<file path="src/rtl/hidrd_pkg.sv">
// Shared types and constants of the HID report descriptor parser.
`default_nettype none
package hidrd_pkg;

  localparam logic [1:0] CMD_BYTE    = 2'd0;
  localparam logic [1:0] CMD_ID      = 2'd1;
  localparam logic [1:0] CMD_FIT     = 2'd2;
  localparam logic [1:0] CMD_LARGEST = 2'd3;

  localparam logic [1:0] ST_BYTE  = 2'd0;
  localparam logic [1:0] ST_OK    = 2'd1;
  localparam logic [1:0] ST_DFLT  = 2'd2;
  localparam logic [1:0] ST_QUERY = 2'd3;

  localparam logic [7:0] TAG_USAGE  = 8'h08;
  localparam logic [7:0] TAG_REPID  = 8'h84;
  localparam logic [7:0] TAG_RCOUNT = 8'h94;
  localparam logic [7:0] TAG_INPUT  = 8'h80;
  localparam logic [7:0] TAG_OUTPUT = 8'h90;

  localparam logic [15:0] DFLT_MAX      = 16'd63;
  localparam logic [15:0] DFLT_MISS_ID  = 16'd9;
  localparam logic [15:0] DFLT_MISS_SZ  = 16'd64;
  localparam int          DFLT_IN_CNT   = 4;
  localparam int          DFLT_OUT_CNT  = 5;

  function automatic logic [15:0] dflt_in_size(input logic [2:0] i);
    case (i)
      3'd0:    dflt_in_size = 16'd13;
      3'd1:    dflt_in_size = 16'd15;
      3'd2:    dflt_in_size = 16'd21;
      3'd3:    dflt_in_size = 16'd64;
      default: dflt_in_size = 16'd0;
    endcase
  endfunction

  function automatic logic [15:0] dflt_out_size(input logic [2:0] i);
    case (i)
      3'd0:    dflt_out_size = 16'd9;
      3'd1:    dflt_out_size = 16'd11;
      3'd2:    dflt_out_size = 16'd15;
      3'd3:    dflt_out_size = 16'd21;
      3'd4:    dflt_out_size = 16'd64;
      default: dflt_out_size = 16'd0;
    endcase
  endfunction

  // classified job passed from front to back
  typedef struct packed {
    logic [1:0]  cmd;
    logic        run;      // a complete item is ready
    logic [7:0]  tag;
    logic [31:0] value;
    logic        start;    // first byte of a parse
    logic        last;
    logic [15:0] qsize;
  } job_t;

  typedef struct packed {
    logic [15:0] reply_value;
    logic [1:0]  status;
    logic [4:0]  input_reports;
    logic [4:0]  output_reports;
    logic [15:0] largest_input;
    logic [15:0] largest_output;
  } res_t;

endpackage
`default_nettype wire

</file>
<file path="src/rtl/hidrd_if.sv">
// Valid/ready channel interfaces of the parser.
`default_nettype none
interface hidrd_in_if;
  logic        valid;
  logic        ready;
  logic [1:0]  command;
  logic [7:0]  data_byte;
  logic        last_byte;
  logic [15:0] query_size;
  modport source (output valid, command, data_byte, last_byte, query_size, input ready);
  modport sink   (input valid, command, data_byte, last_byte, query_size, output ready);
endinterface

interface hidrd_out_if;
  logic        valid;
  logic        ready;
  logic [15:0] reply_value;
  logic [1:0]  status;
  logic [4:0]  input_reports;
  logic [4:0]  output_reports;
  logic [15:0] largest_input;
  logic [15:0] largest_output;
  modport source (output valid, reply_value, status, input_reports, output_reports,
                  largest_input, largest_output, input ready);
  modport sink   (input valid, reply_value, status, input_reports, output_reports,
                  largest_input, largest_output, output ready);
endinterface
`default_nettype wire

</file>
<file path="src/rtl/hidrd_front.sv">
// Front end: short item byte decoder that classifies transfers into jobs.
`default_nettype none
module hidrd_front (
  input  wire logic           clk,
  input  wire logic           rst_n,
  input  wire logic           in_valid,
  output logic                in_ready,
  input  wire logic [1:0]     in_command,
  input  wire logic [7:0]     in_data_byte,
  input  wire logic           in_last_byte,
  input  wire logic [15:0]    in_query_size,
  output logic                job_valid,
  input  wire logic           job_ready,
  output hidrd_pkg::job_t     job
);
  logic [2:0]  left_r, left_nxt;
  logic [7:0]  tag_r, tag_nxt;
  logic [1:0]  idx_r, idx_nxt;
  logic [31:0] acc_r, acc_nxt;
  logic        started_r, started_nxt;
  logic        fire;

  assign in_ready  = job_ready;
  assign job_valid = in_valid;
  assign fire      = in_valid && job_ready;

  always_comb begin
    logic [2:0]  left0;
    logic [31:0] acc0;
    logic [1:0]  code;
    left0 = started_r ? left_r : 3'd0;
    acc0  = started_r ? acc_r : 32'd0;
    left_nxt = left0;
    tag_nxt  = started_r ? tag_r : 8'd0;
    idx_nxt  = started_r ? idx_r : 2'd0;
    acc_nxt  = acc0;
    started_nxt = 1'b1;
    job.cmd   = in_command;
    job.run   = 1'b0;
    job.tag   = 8'd0;
    job.value = 32'd0;
    job.start = !started_r;
    job.last  = in_last_byte;
    job.qsize = in_query_size;
    code = in_data_byte[1:0];
    if (left0 == 3'd0) begin
      tag_nxt  = {in_data_byte[7:2], 2'b00};
      idx_nxt  = 2'd0;
      acc_nxt  = 32'd0;
      left_nxt = (code == 2'd3) ? 3'd4 : {1'b0, code};
      job.tag  = tag_nxt;
      job.run  = (code == 2'd0);
    end else begin
      acc_nxt = acc0 | ({24'd0, in_data_byte} << {idx_nxt, 3'b000});
      acc_nxt = acc0 | ({24'd0, in_data_byte} << {(started_r ? idx_r : 2'd0), 3'b000});
      idx_nxt = (started_r ? idx_r : 2'd0) + 2'd1;
      left_nxt = left0 - 3'd1;
      job.tag   = tag_nxt;
      job.value = acc_nxt;
      job.run   = (left_nxt == 3'd0);
    end
    if (in_last_byte) begin
      left_nxt = 3'd0;
      idx_nxt  = 2'd0;
      started_nxt = 1'b0;
    end
  end

  always_ff @(posedge clk) begin
    if (!rst_n) begin
      left_r <= 3'd0;
      tag_r <= 8'd0;
      idx_r <= 2'd0;
      acc_r <= 32'd0;
      started_r <= 1'b0;
    end else if (fire && in_command == hidrd_pkg::CMD_BYTE) begin
      left_r <= left_nxt;
      tag_r <= tag_nxt;
      idx_r <= idx_nxt;
      acc_r <= acc_nxt;
      started_r <= started_nxt;
    end
  end
endmodule
`default_nettype wire

</file>
<file path="src/rtl/hidrd_queue.sv">
// Two-entry job queue between front and back ends.
`default_nettype none
module hidrd_queue (
  input  wire logic            clk,
  input  wire logic            rst_n,
  input  wire logic            wr_valid,
  output logic                 wr_ready,
  input  wire hidrd_pkg::job_t wr_data,
  output logic                 rd_valid,
  input  wire logic            rd_ready,
  output hidrd_pkg::job_t      rd_data
);
  hidrd_pkg::job_t mem_r [2];
  logic            wp_r, rp_r;
  logic [1:0]      cnt_r;

  assign wr_ready = (cnt_r != 2'd2);
  assign rd_valid = (cnt_r != 2'd0);
  assign rd_data  = mem_r[rp_r];

  always_ff @(posedge clk) begin
    if (wr_valid && wr_ready) mem_r[wp_r] <= wr_data;
  end

  always_ff @(posedge clk) begin
    if (!rst_n) begin
      wp_r <= 1'b0;
      rp_r <= 1'b0;
      cnt_r <= 2'd0;
    end else begin
      if (wr_valid && wr_ready) wp_r <= !wp_r;
      if (rd_valid && rd_ready) rp_r <= !rp_r;
      cnt_r <= cnt_r + {1'b0, wr_valid && wr_ready} - {1'b0, rd_valid && rd_ready};
    end
  end
endmodule
`default_nettype wire

</file>
<file path="src/rtl/hidrd_back.sv">
// Back end: pending item, report tables, end-of-parse and table scan for queries.
`default_nettype none
module hidrd_back #(
  parameter int MAX_REPORTS = 16
) (
  input  wire logic            clk,
  input  wire logic            rst_n,
  input  wire logic            job_valid,
  output logic                 job_ready,
  input  wire hidrd_pkg::job_t job,
  output logic                 out_valid,
  input  wire logic            out_ready,
  output hidrd_pkg::res_t      res
);
  localparam int IW = $clog2(MAX_REPORTS);
  localparam int CW = $clog2(MAX_REPORTS + 1);

  typedef enum logic [3:0] {
    S_IDLE = 4'b0001,
    S_SCAN = 4'b0010,
    S_DFLT = 4'b0100,
    S_DONE = 4'b1000
  } state_t;

  state_t       state_r;
  logic [7:0]   in_ids_r  [MAX_REPORTS];
  logic [15:0]  in_sz_r   [MAX_REPORTS];
  logic [7:0]   out_ids_r [MAX_REPORTS];
  logic [15:0]  out_sz_r  [MAX_REPORTS];
  logic [CW-1:0] in_cnt_r, out_cnt_r;
  logic [15:0]  max_in_r, max_out_r;
  logic         p_usage_r;
  logic [7:0]   p_id_r;
  logic [15:0]  p_cnt_r;
  hidrd_pkg::job_t job_r;
  logic [CW-1:0] scan_r;
  logic [IW-1:0] sidx;
  logic [15:0]  reply_r;
  logic [1:0]   status_r;

  assign job_ready = (state_r == S_IDLE) && !out_valid;
  assign sidx = scan_r[IW-1:0];

  assign res.reply_value    = reply_r;
  assign res.status         = status_r;
  assign res.input_reports  = 5'(in_cnt_r);
  assign res.output_reports = 5'(out_cnt_r);
  assign res.largest_input  = max_in_r;
  assign res.largest_output = max_out_r;

  always_ff @(posedge clk) begin
    if (!rst_n) begin
      state_r   <= S_DFLT;
      out_valid <= 1'b0;
      p_usage_r <= 1'b0;
      p_id_r    <= 8'd0;
      p_cnt_r   <= 16'd0;
      in_cnt_r  <= CW'(hidrd_pkg::DFLT_IN_CNT);
      out_cnt_r <= CW'(hidrd_pkg::DFLT_OUT_CNT);
      max_in_r  <= hidrd_pkg::DFLT_MAX;
      max_out_r <= hidrd_pkg::DFLT_MAX;
      scan_r    <= '0;
      status_r  <= hidrd_pkg::ST_BYTE;
      reply_r   <= 16'd0;
    end else begin
      if (out_valid && out_ready) out_valid <= 1'b0;
      case (state_r)
        S_IDLE: begin
          if (job_valid && job_ready) begin
            job_r  <= job;
            if (job.cmd != hidrd_pkg::CMD_BYTE) begin
              status_r <= hidrd_pkg::ST_QUERY;
              if (job.cmd != hidrd_pkg::CMD_ID && job.qsize >= max_out_r) begin
                reply_r   <= max_out_r;
                out_valid <= 1'b1;
              end else begin
                scan_r  <= (job.cmd == hidrd_pkg::CMD_LARGEST) ? out_cnt_r : '0;
                state_r <= S_SCAN;
              end
            end else begin : byte_job
              logic [CW-1:0] ic, oc;
              logic          up;
              logic [7:0]    pid;
              logic [15:0]   pc, mi, mo;
              reply_r <= 16'd0;
              // entries above the counts are never read; a new parse clears counts, not entries
              ic = job.start ? '0 : in_cnt_r;
              oc = job.start ? '0 : out_cnt_r;
              mi = job.start ? 16'd0 : max_in_r;
              mo = job.start ? 16'd0 : max_out_r;
              up  = job.start ? 1'b0 : p_usage_r;
              pid = job.start ? 8'd0 : p_id_r;
              pc  = job.start ? 16'd0 : p_cnt_r;
              if (job.run) begin
                case (job.tag)
                  hidrd_pkg::TAG_USAGE: begin
                    up = 1'b1; pid = 8'd0; pc = 16'd0;
                  end
                  hidrd_pkg::TAG_REPID:  pid = job.value[7:0];
                  hidrd_pkg::TAG_RCOUNT: pc = (job.value > 32'hFFFF) ? 16'hFFFF
                                              : job.value[15:0];
                  hidrd_pkg::TAG_INPUT, hidrd_pkg::TAG_OUTPUT: begin : rec
                    logic [15:0] sz;
                    sz = (pc == 16'hFFFF) ? 16'hFFFF : pc + 16'd1;
                    if (up && pc != 16'd0) begin
                      if (job.tag == hidrd_pkg::TAG_INPUT) begin
                        if (ic < CW'(MAX_REPORTS)) begin
                          in_ids_r[ic[IW-1:0]] <= pid;
                          in_sz_r[ic[IW-1:0]]  <= sz;
                          if (mi < sz) mi = sz;
                          ic = ic + 1'b1;
                        end
                      end else if (oc < CW'(MAX_REPORTS)) begin
                        out_ids_r[oc[IW-1:0]] <= pid;
                        out_sz_r[oc[IW-1:0]]  <= sz;
                        if (mo < sz) mo = sz;
                        oc = oc + 1'b1;
                      end
                    end
                  end
                  default: ;
                endcase
              end
              in_cnt_r <= ic; out_cnt_r <= oc;
              max_in_r <= mi; max_out_r <= mo;
              p_usage_r <= up; p_id_r <= pid; p_cnt_r <= pc;
              if (job.last && (ic == '0 || oc == '0)) begin
                status_r <= hidrd_pkg::ST_DFLT;
                state_r  <= S_DFLT;
              end else begin
                status_r  <= job.last ? hidrd_pkg::ST_OK : hidrd_pkg::ST_BYTE;
                out_valid <= 1'b1;
              end
            end
          end
        end
        S_SCAN: begin
          if (job_r.cmd == hidrd_pkg::CMD_LARGEST) begin
            if (scan_r == '0) begin
              reply_r <= hidrd_pkg::DFLT_MISS_SZ;
              state_r <= S_DONE;
            end else begin
              if (job_r.qsize >= out_sz_r[IW'(scan_r - 1'b1)]) begin
                reply_r <= out_sz_r[IW'(scan_r - 1'b1)];
                state_r <= S_DONE;
              end
              scan_r <= scan_r - 1'b1;
            end
          end else if (scan_r >= out_cnt_r) begin
            reply_r <= (job_r.cmd == hidrd_pkg::CMD_ID) ? hidrd_pkg::DFLT_MISS_ID
                                                       : hidrd_pkg::DFLT_MISS_SZ;
            state_r <= S_DONE;
          end else begin
            if (job_r.cmd == hidrd_pkg::CMD_ID && job_r.qsize == out_sz_r[sidx]) begin
              reply_r <= {8'd0, out_ids_r[sidx]};
              state_r <= S_DONE;
            end else if (job_r.cmd == hidrd_pkg::CMD_FIT && job_r.qsize <= out_sz_r[sidx]) begin
              reply_r <= out_sz_r[sidx];
              state_r <= S_DONE;
            end
            scan_r <= scan_r + 1'b1;
          end
        end
        S_DFLT: begin
          for (int i = 0; i < MAX_REPORTS; i++) begin
            in_ids_r[i]  <= (i < hidrd_pkg::DFLT_IN_CNT) ? 8'(i + 1) : 8'd0;
            in_sz_r[i]   <= hidrd_pkg::dflt_in_size(3'(i < 8 ? i : 7));
            out_ids_r[i] <= (i < hidrd_pkg::DFLT_OUT_CNT) ? 8'(i + 5) : 8'd0;
            out_sz_r[i]  <= hidrd_pkg::dflt_out_size(3'(i < 8 ? i : 7));
          end
          in_cnt_r  <= CW'(hidrd_pkg::DFLT_IN_CNT);
          out_cnt_r <= CW'(hidrd_pkg::DFLT_OUT_CNT);
          max_in_r  <= hidrd_pkg::DFLT_MAX;
          max_out_r <= hidrd_pkg::DFLT_MAX;
          // after reset no result is owed
          if (status_r == hidrd_pkg::ST_DFLT) out_valid <= 1'b1;
          state_r <= S_IDLE;
        end
        S_DONE: begin
          out_valid <= 1'b1;
          state_r <= S_IDLE;
        end
        default: state_r <= S_IDLE;
      endcase
    end
  end
endmodule
`default_nettype wire

</file>
<file path="src/rtl/hid_report_descriptor_parser.sv">
// Top level of the HID report descriptor short item parser.
// A descriptor byte passes the combinational front end, the queue and the back end,
// whose result is registered (after state S_DFLT when defaults are reloaded at the end
// of a parse); a query not answered at once from the largest output size scans the
// output table one entry per cycle. One result transfer follows every input transfer.
// After reset is released the back end loads the default tables in state S_DFLT;
// transfers taken meanwhile wait in the queue.
`default_nettype none
module hid_report_descriptor_parser #(
  parameter int MAX_REPORTS = 16
) (
  input wire logic    clk,
  input wire logic    rst_n,
  hidrd_in_if.sink    in_ch,
  hidrd_out_if.source out_ch
);
  logic            f_valid, f_ready, q_valid, q_ready;
  hidrd_pkg::job_t f_job, q_job;
  hidrd_pkg::res_t res;

  hidrd_front u_front (
    .clk, .rst_n,
    .in_valid(in_ch.valid), .in_ready(in_ch.ready),
    .in_command(in_ch.command), .in_data_byte(in_ch.data_byte),
    .in_last_byte(in_ch.last_byte), .in_query_size(in_ch.query_size),
    .job_valid(f_valid), .job_ready(f_ready), .job(f_job)
  );

  hidrd_queue u_queue (
    .clk, .rst_n,
    .wr_valid(f_valid), .wr_ready(f_ready), .wr_data(f_job),
    .rd_valid(q_valid), .rd_ready(q_ready), .rd_data(q_job)
  );

  hidrd_back #(.MAX_REPORTS(MAX_REPORTS)) u_back (
    .clk, .rst_n,
    .job_valid(q_valid), .job_ready(q_ready), .job(q_job),
    .out_valid(out_ch.valid), .out_ready(out_ch.ready), .res(res)
  );

  assign out_ch.reply_value    = res.reply_value;
  assign out_ch.status         = res.status;
  assign out_ch.input_reports  = res.input_reports;
  assign out_ch.output_reports = res.output_reports;
  assign out_ch.largest_input  = res.largest_input;
  assign out_ch.largest_output = res.largest_output;
endmodule
`default_nettype wire

</file>
<file path="src/flat_wrapper.sv">
// flat-port wrapper written by rule: the top's interface ports become plain ports
module hid_report_descriptor_parser_flat 
#(
  parameter int MAX_REPORTS = 16
)
  (clk, rst_n, in_ch_valid, in_ch_command, in_ch_data_byte, in_ch_last_byte, in_ch_query_size, in_ch_ready, out_ch_valid, out_ch_reply_value, out_ch_status, out_ch_input_reports, out_ch_output_reports, out_ch_largest_input, out_ch_largest_output, out_ch_ready);
  hidrd_in_if in_ch_i ();
  hidrd_out_if out_ch_i ();
  input wire logic clk;
  input wire logic rst_n;
  input wire logic [$bits(in_ch_i.valid)-1:0] in_ch_valid;
  input wire logic [$bits(in_ch_i.command)-1:0] in_ch_command;
  input wire logic [$bits(in_ch_i.data_byte)-1:0] in_ch_data_byte;
  input wire logic [$bits(in_ch_i.last_byte)-1:0] in_ch_last_byte;
  input wire logic [$bits(in_ch_i.query_size)-1:0] in_ch_query_size;
  output wire logic [$bits(in_ch_i.ready)-1:0] in_ch_ready;
  output wire logic [$bits(out_ch_i.valid)-1:0] out_ch_valid;
  output wire logic [$bits(out_ch_i.reply_value)-1:0] out_ch_reply_value;
  output wire logic [$bits(out_ch_i.status)-1:0] out_ch_status;
  output wire logic [$bits(out_ch_i.input_reports)-1:0] out_ch_input_reports;
  output wire logic [$bits(out_ch_i.output_reports)-1:0] out_ch_output_reports;
  output wire logic [$bits(out_ch_i.largest_input)-1:0] out_ch_largest_input;
  output wire logic [$bits(out_ch_i.largest_output)-1:0] out_ch_largest_output;
  input wire logic [$bits(out_ch_i.ready)-1:0] out_ch_ready;
  assign in_ch_i.valid = in_ch_valid;
  assign in_ch_i.command = in_ch_command;
  assign in_ch_i.data_byte = in_ch_data_byte;
  assign in_ch_i.last_byte = in_ch_last_byte;
  assign in_ch_i.query_size = in_ch_query_size;
  assign in_ch_ready = in_ch_i.ready;
  assign out_ch_valid = out_ch_i.valid;
  assign out_ch_reply_value = out_ch_i.reply_value;
  assign out_ch_status = out_ch_i.status;
  assign out_ch_input_reports = out_ch_i.input_reports;
  assign out_ch_output_reports = out_ch_i.output_reports;
  assign out_ch_largest_input = out_ch_i.largest_input;
  assign out_ch_largest_output = out_ch_i.largest_output;
  assign out_ch_i.ready = out_ch_ready;
  hid_report_descriptor_parser #(.MAX_REPORTS(MAX_REPORTS)) u_core (.clk(clk), .rst_n(rst_n), .in_ch(in_ch_i), .out_ch(out_ch_i));
endmodule
</file>
<file path="config.mk">
export PLATFORM = sky130hd
export DESIGN_NAME = hid_report_descriptor_parser_flat
export DESIGN_NICKNAME = d
export VERILOG_FILES = /design/src/rtl/hidrd_pkg.sv /design/src/rtl/hidrd_if.sv /design/src/rtl/hidrd_front.sv /design/src/rtl/hidrd_queue.sv /design/src/rtl/hidrd_back.sv /design/src/rtl/hid_report_descriptor_parser.sv /design/src/flat_wrapper.sv
export SDC_FILE = /design/constraint.sdc
export NUM_CORES = 2
export LEC_CHECK = 0
export BUFFER_PORTS_ARGS = -buffer_cell sky130_fd_sc_hd__buf_2
export CAP_MARGIN = 20
export CORE_MARGIN = 4
export CORE_UTILIZATION = 60
export DETAILED_ROUTE_END_ITERATION = 7
export PLACE_DENSITY = 0.88
export SYNTH_ARGS = -nofsm -noshare
export SYNTH_HDL_FRONTEND = slang
export SYNTH_SLANG_ARGS = --single-unit
</file>
<file path="constraint.sdc">
create_clock -name clk -period 12.31 [get_ports clk]
set_clock_uncertainty 0.15 [all_clocks]
set_input_delay 0.6155 -clock clk [delete_from_list [all_inputs] [get_ports clk]]
set_output_delay 0.6155 -clock clk [all_outputs]
set_load 0.1 [all_outputs]
</file>
==> results.cfg <==
[critical_path]
crit_family = buffers and inverters
critical_path_class = register to register
worst-path-buf-inv = 5
max_stage_delay_ns = 0.61
r2r_slack_ns = 5.54
end_kind = register
slowest_stage = buf_4
critPathMaxFanout = 60
required_ns = 12.67
reg2reg_depth = 20
path_cells = buf_4 > mux2i_4 > buf_4 > nand2_1 > inv_1 > ha_1 > inv_1 > nor3_1 > nand2b_1 > nor2_1 > a21o_1 > clkinv_1 > ha_1 > a21oi_1 > o21ai_0 > a221oi_1 > o21ai_0 > nor4_4 > o21ai_1 > a22o_1
r2r-end = u_core.u_back.max_in_r[9]
cp.arrival_ns = 7.13
cp-start-kind = register

[grt]
grt_pass1_wl_um = 155000
grt.overflow.total = 0
antenna_found_initial = 5
grt_pass1_vias = 26600
grt_max_degree = 108
gr-usage-all-layers_pct = 33.4

[cts]
clk_path_buf_depth = 3
cts_setup_buffers = 0
clock_latency_ns = 0.62
cts_made_buffers = 68
clkTransAtPathRegs_ns = 0.06
htree_levels = 3
cts_resized = 0
clock_sinks = 674
ctsHoldBuffers = 0
cts_tree = yes
clockRootBuffer = clkbuf_16

[floorplan]
start_util_pct = 60.9
die_y_um = 242
die_area_um2 = 58700
rows = 85
core_area_um2 = 54100
die_w_um = 242
pin_count = 93

[yosys]
synth_top_area_share_pct = 32.4
yosysWarnings = 0
synth_edf_count = 140
ys_seq_area_share_pct = 45.2
netlist_top_cells_area = dfxtp_1, edfxtp_1, mux4_2, nand2_1, a211oi_1
synth_top_area_cell = dfxtp_1
synth-seq-cells = 674
avgSynthCellArea_um2 = 9.98
synth-main-ff-cell = dfxtp_1
syn_nets = 3432
syn_area_um2 = 33000
synthArstFlopShare_pct = 0
ys_types = 86
syn_inst = 3303

[power]
switchingPower_uw = 1480
pwr-share-clk_pct = 39.5
vdd_drop_max_v = 0.000124
p_comb_share_pct = 13.9
p_leak_uw = 0.0125
swShare_pct = 28.3
power.density_nw_per_um2 = 146
p_int_uw = 3760
pwr-share-seq_pct = 46.6

[sta]
worst_pin_slew_ns = 1.43
max_freq_ghz = 0.148
slew_viol_final = 0
post-route-min-period_ns = 6.77
fin_crit_sh_pct = 55.0
setup_violations = 0
hold_violations = 0
finalSetupTns_ns = 0
setup_slack_ns = 5.54
slew_headroom_pct = 4.54
rsz0062_at_grt = no

[hold_path]
min_from = in_ch_query_size[11]
holdCritPathClass = input port to register
holdPathStages = 1
min_to = u_core.u_queue.mem_r[0][11]

[place]
port_buffers = 92
dpl.hpwl_um = 65300
place.gp.congestion = 0.997
dp_slack_ns = 5.80

[layout]
syn2layout_area_growth_pct = 8.85
finalNetCount = 3373
drive_above_1_share_pct = 15.8

[detailed_routing]
drc = 0
vias = 27900
wl_per_cell_um = 25.5
dr.pass1.iters = 6
drt_wl_total_um = 102000
first_iter_violations = 4021
antenna_left = 0
viasPerCell = 6.97

[run]
maxCapViolCount = 0

[run_status]
status = completed
## metal layers
layer / track usage [%] / part of all wire [%]
met5: 0 / 0.015
met1: 42.8 / 36
met4: 20.4 / 7.1
met2: 50.8 / 44
met3: 9.08 / 13
## state kept, by name (all words and copies together) (netlist names), 16 cells and up, named ones only
register / count
u_core.u_back.out_ids_r: 128
u_core.u_back.reply_r: 16
u_core.u_back.max_out_r: 16
u_core.u_back.out_sz_r: 256
u_core.u_front.acc_r: 32
u_core.u_back.p_cnt_r: 16
u_core.u_queue.mem_r: 122
u_core.u_back.max_in_r: 16
u_core.u_back.job_r: 18
## per-stage QoR
step	total power, uW	hold slack [ns]	instance area (um2)	cells	utilization (%)
floorplan	3000	0.271	33000	3303	-
finish	5240	0.0342	35900	3997	66.3
detailed placement	3200	0.288	33600	3865	62.0
global route	5370	0.0315	35900	3991	66.2
global placement	3180	0.285	33600	3865	62.0
CTS	5220	0.0278	35800	3986	66.1
## power groups by stage
stage,clock [uW],sequential (uW),combinational [uW]
after CTS,2070,2440,714
after global placement,0,2480,699
after global routing,2150,2450,771
after detailed placement,0,2490,708
final,2070,2440,729
after floorplan,0,2580,421
## kinds of logic (layout without fill, tap and decap cells)
| kind of cell | after synthesis | in the layout | synth area share, % |
|---|---|---|---|
| mux | 262 | 262 | 14.5 |
| other cells | 0 | 6 | 0 |
| xor+xnor | 20 | 20 | 0.532 |
| fa+ha+maj | 98 | 98 | 3.72 |
| simple gates | 1096 | 1096 | 15.1 |
| flops | 674 | 674 | 45.2 |
| compound gates | 810 | 810 | 16.6 |
| buf+inv | 343 | 335 | 4.31 |
## how the worst max path moves through the flow
stage	startpoint	to	slack, ns	cells after the start
2_1_floorplan	u_core.u_back.scan_r[0]	u_core.u_back.reply_r[10]	7.19	19
3_3_place_gp	register	u_core.u_back.max_in_r[9]	5.89	20
3_5_place_dp	register	u_core.u_back.max_in_r[10]	5.80	20
4_1_cts	register	u_core.u_back.max_in_r[10]	5.72	20
5_1_grt	register	u_core.u_back.max_in_r[8]	5.13	20
6_report	register	u_core.u_back.max_in_r[9]	5.54	20
## cells in the final DEF, fill, tap and decap left out, types with 52 or more instances in the layout
cell         n
buf_2       92
mux4_2     170
dfxtp_1    530
a22o_1      61
inv_1       55
ha_1        97
clkbuf_16   70
a211oi_1   205
mux2i_1     55
nor2_1     355
edfxtp_1   140
a21oi_1    281
buf_4       52
nand2_1    456
o21ai_0     52
## Yosys cell counts (56+ instances only)
cell / count
inv_1: 56
edfxtp_1: 140
clkbuf_1: 195
mux2i_1: 56
dfxtp_1: 534
a21oi_1: 281
a211oi_1: 205
nor2_1: 360
nand2_1: 456
ha_1: 98
a22o_1: 61
mux4_2: 170
## final cells by class
class	count	area [um2]
diodes	6	15.0
clock buffers	98	1970
clock inverters	23	221
fillers	3834	18300
inverters	66	248
multi-input cells	2286	16700
flip-flops and latches	674	14900
well taps	696	871
repair buffers	148	921
Power figures use the tool's default switching activity.
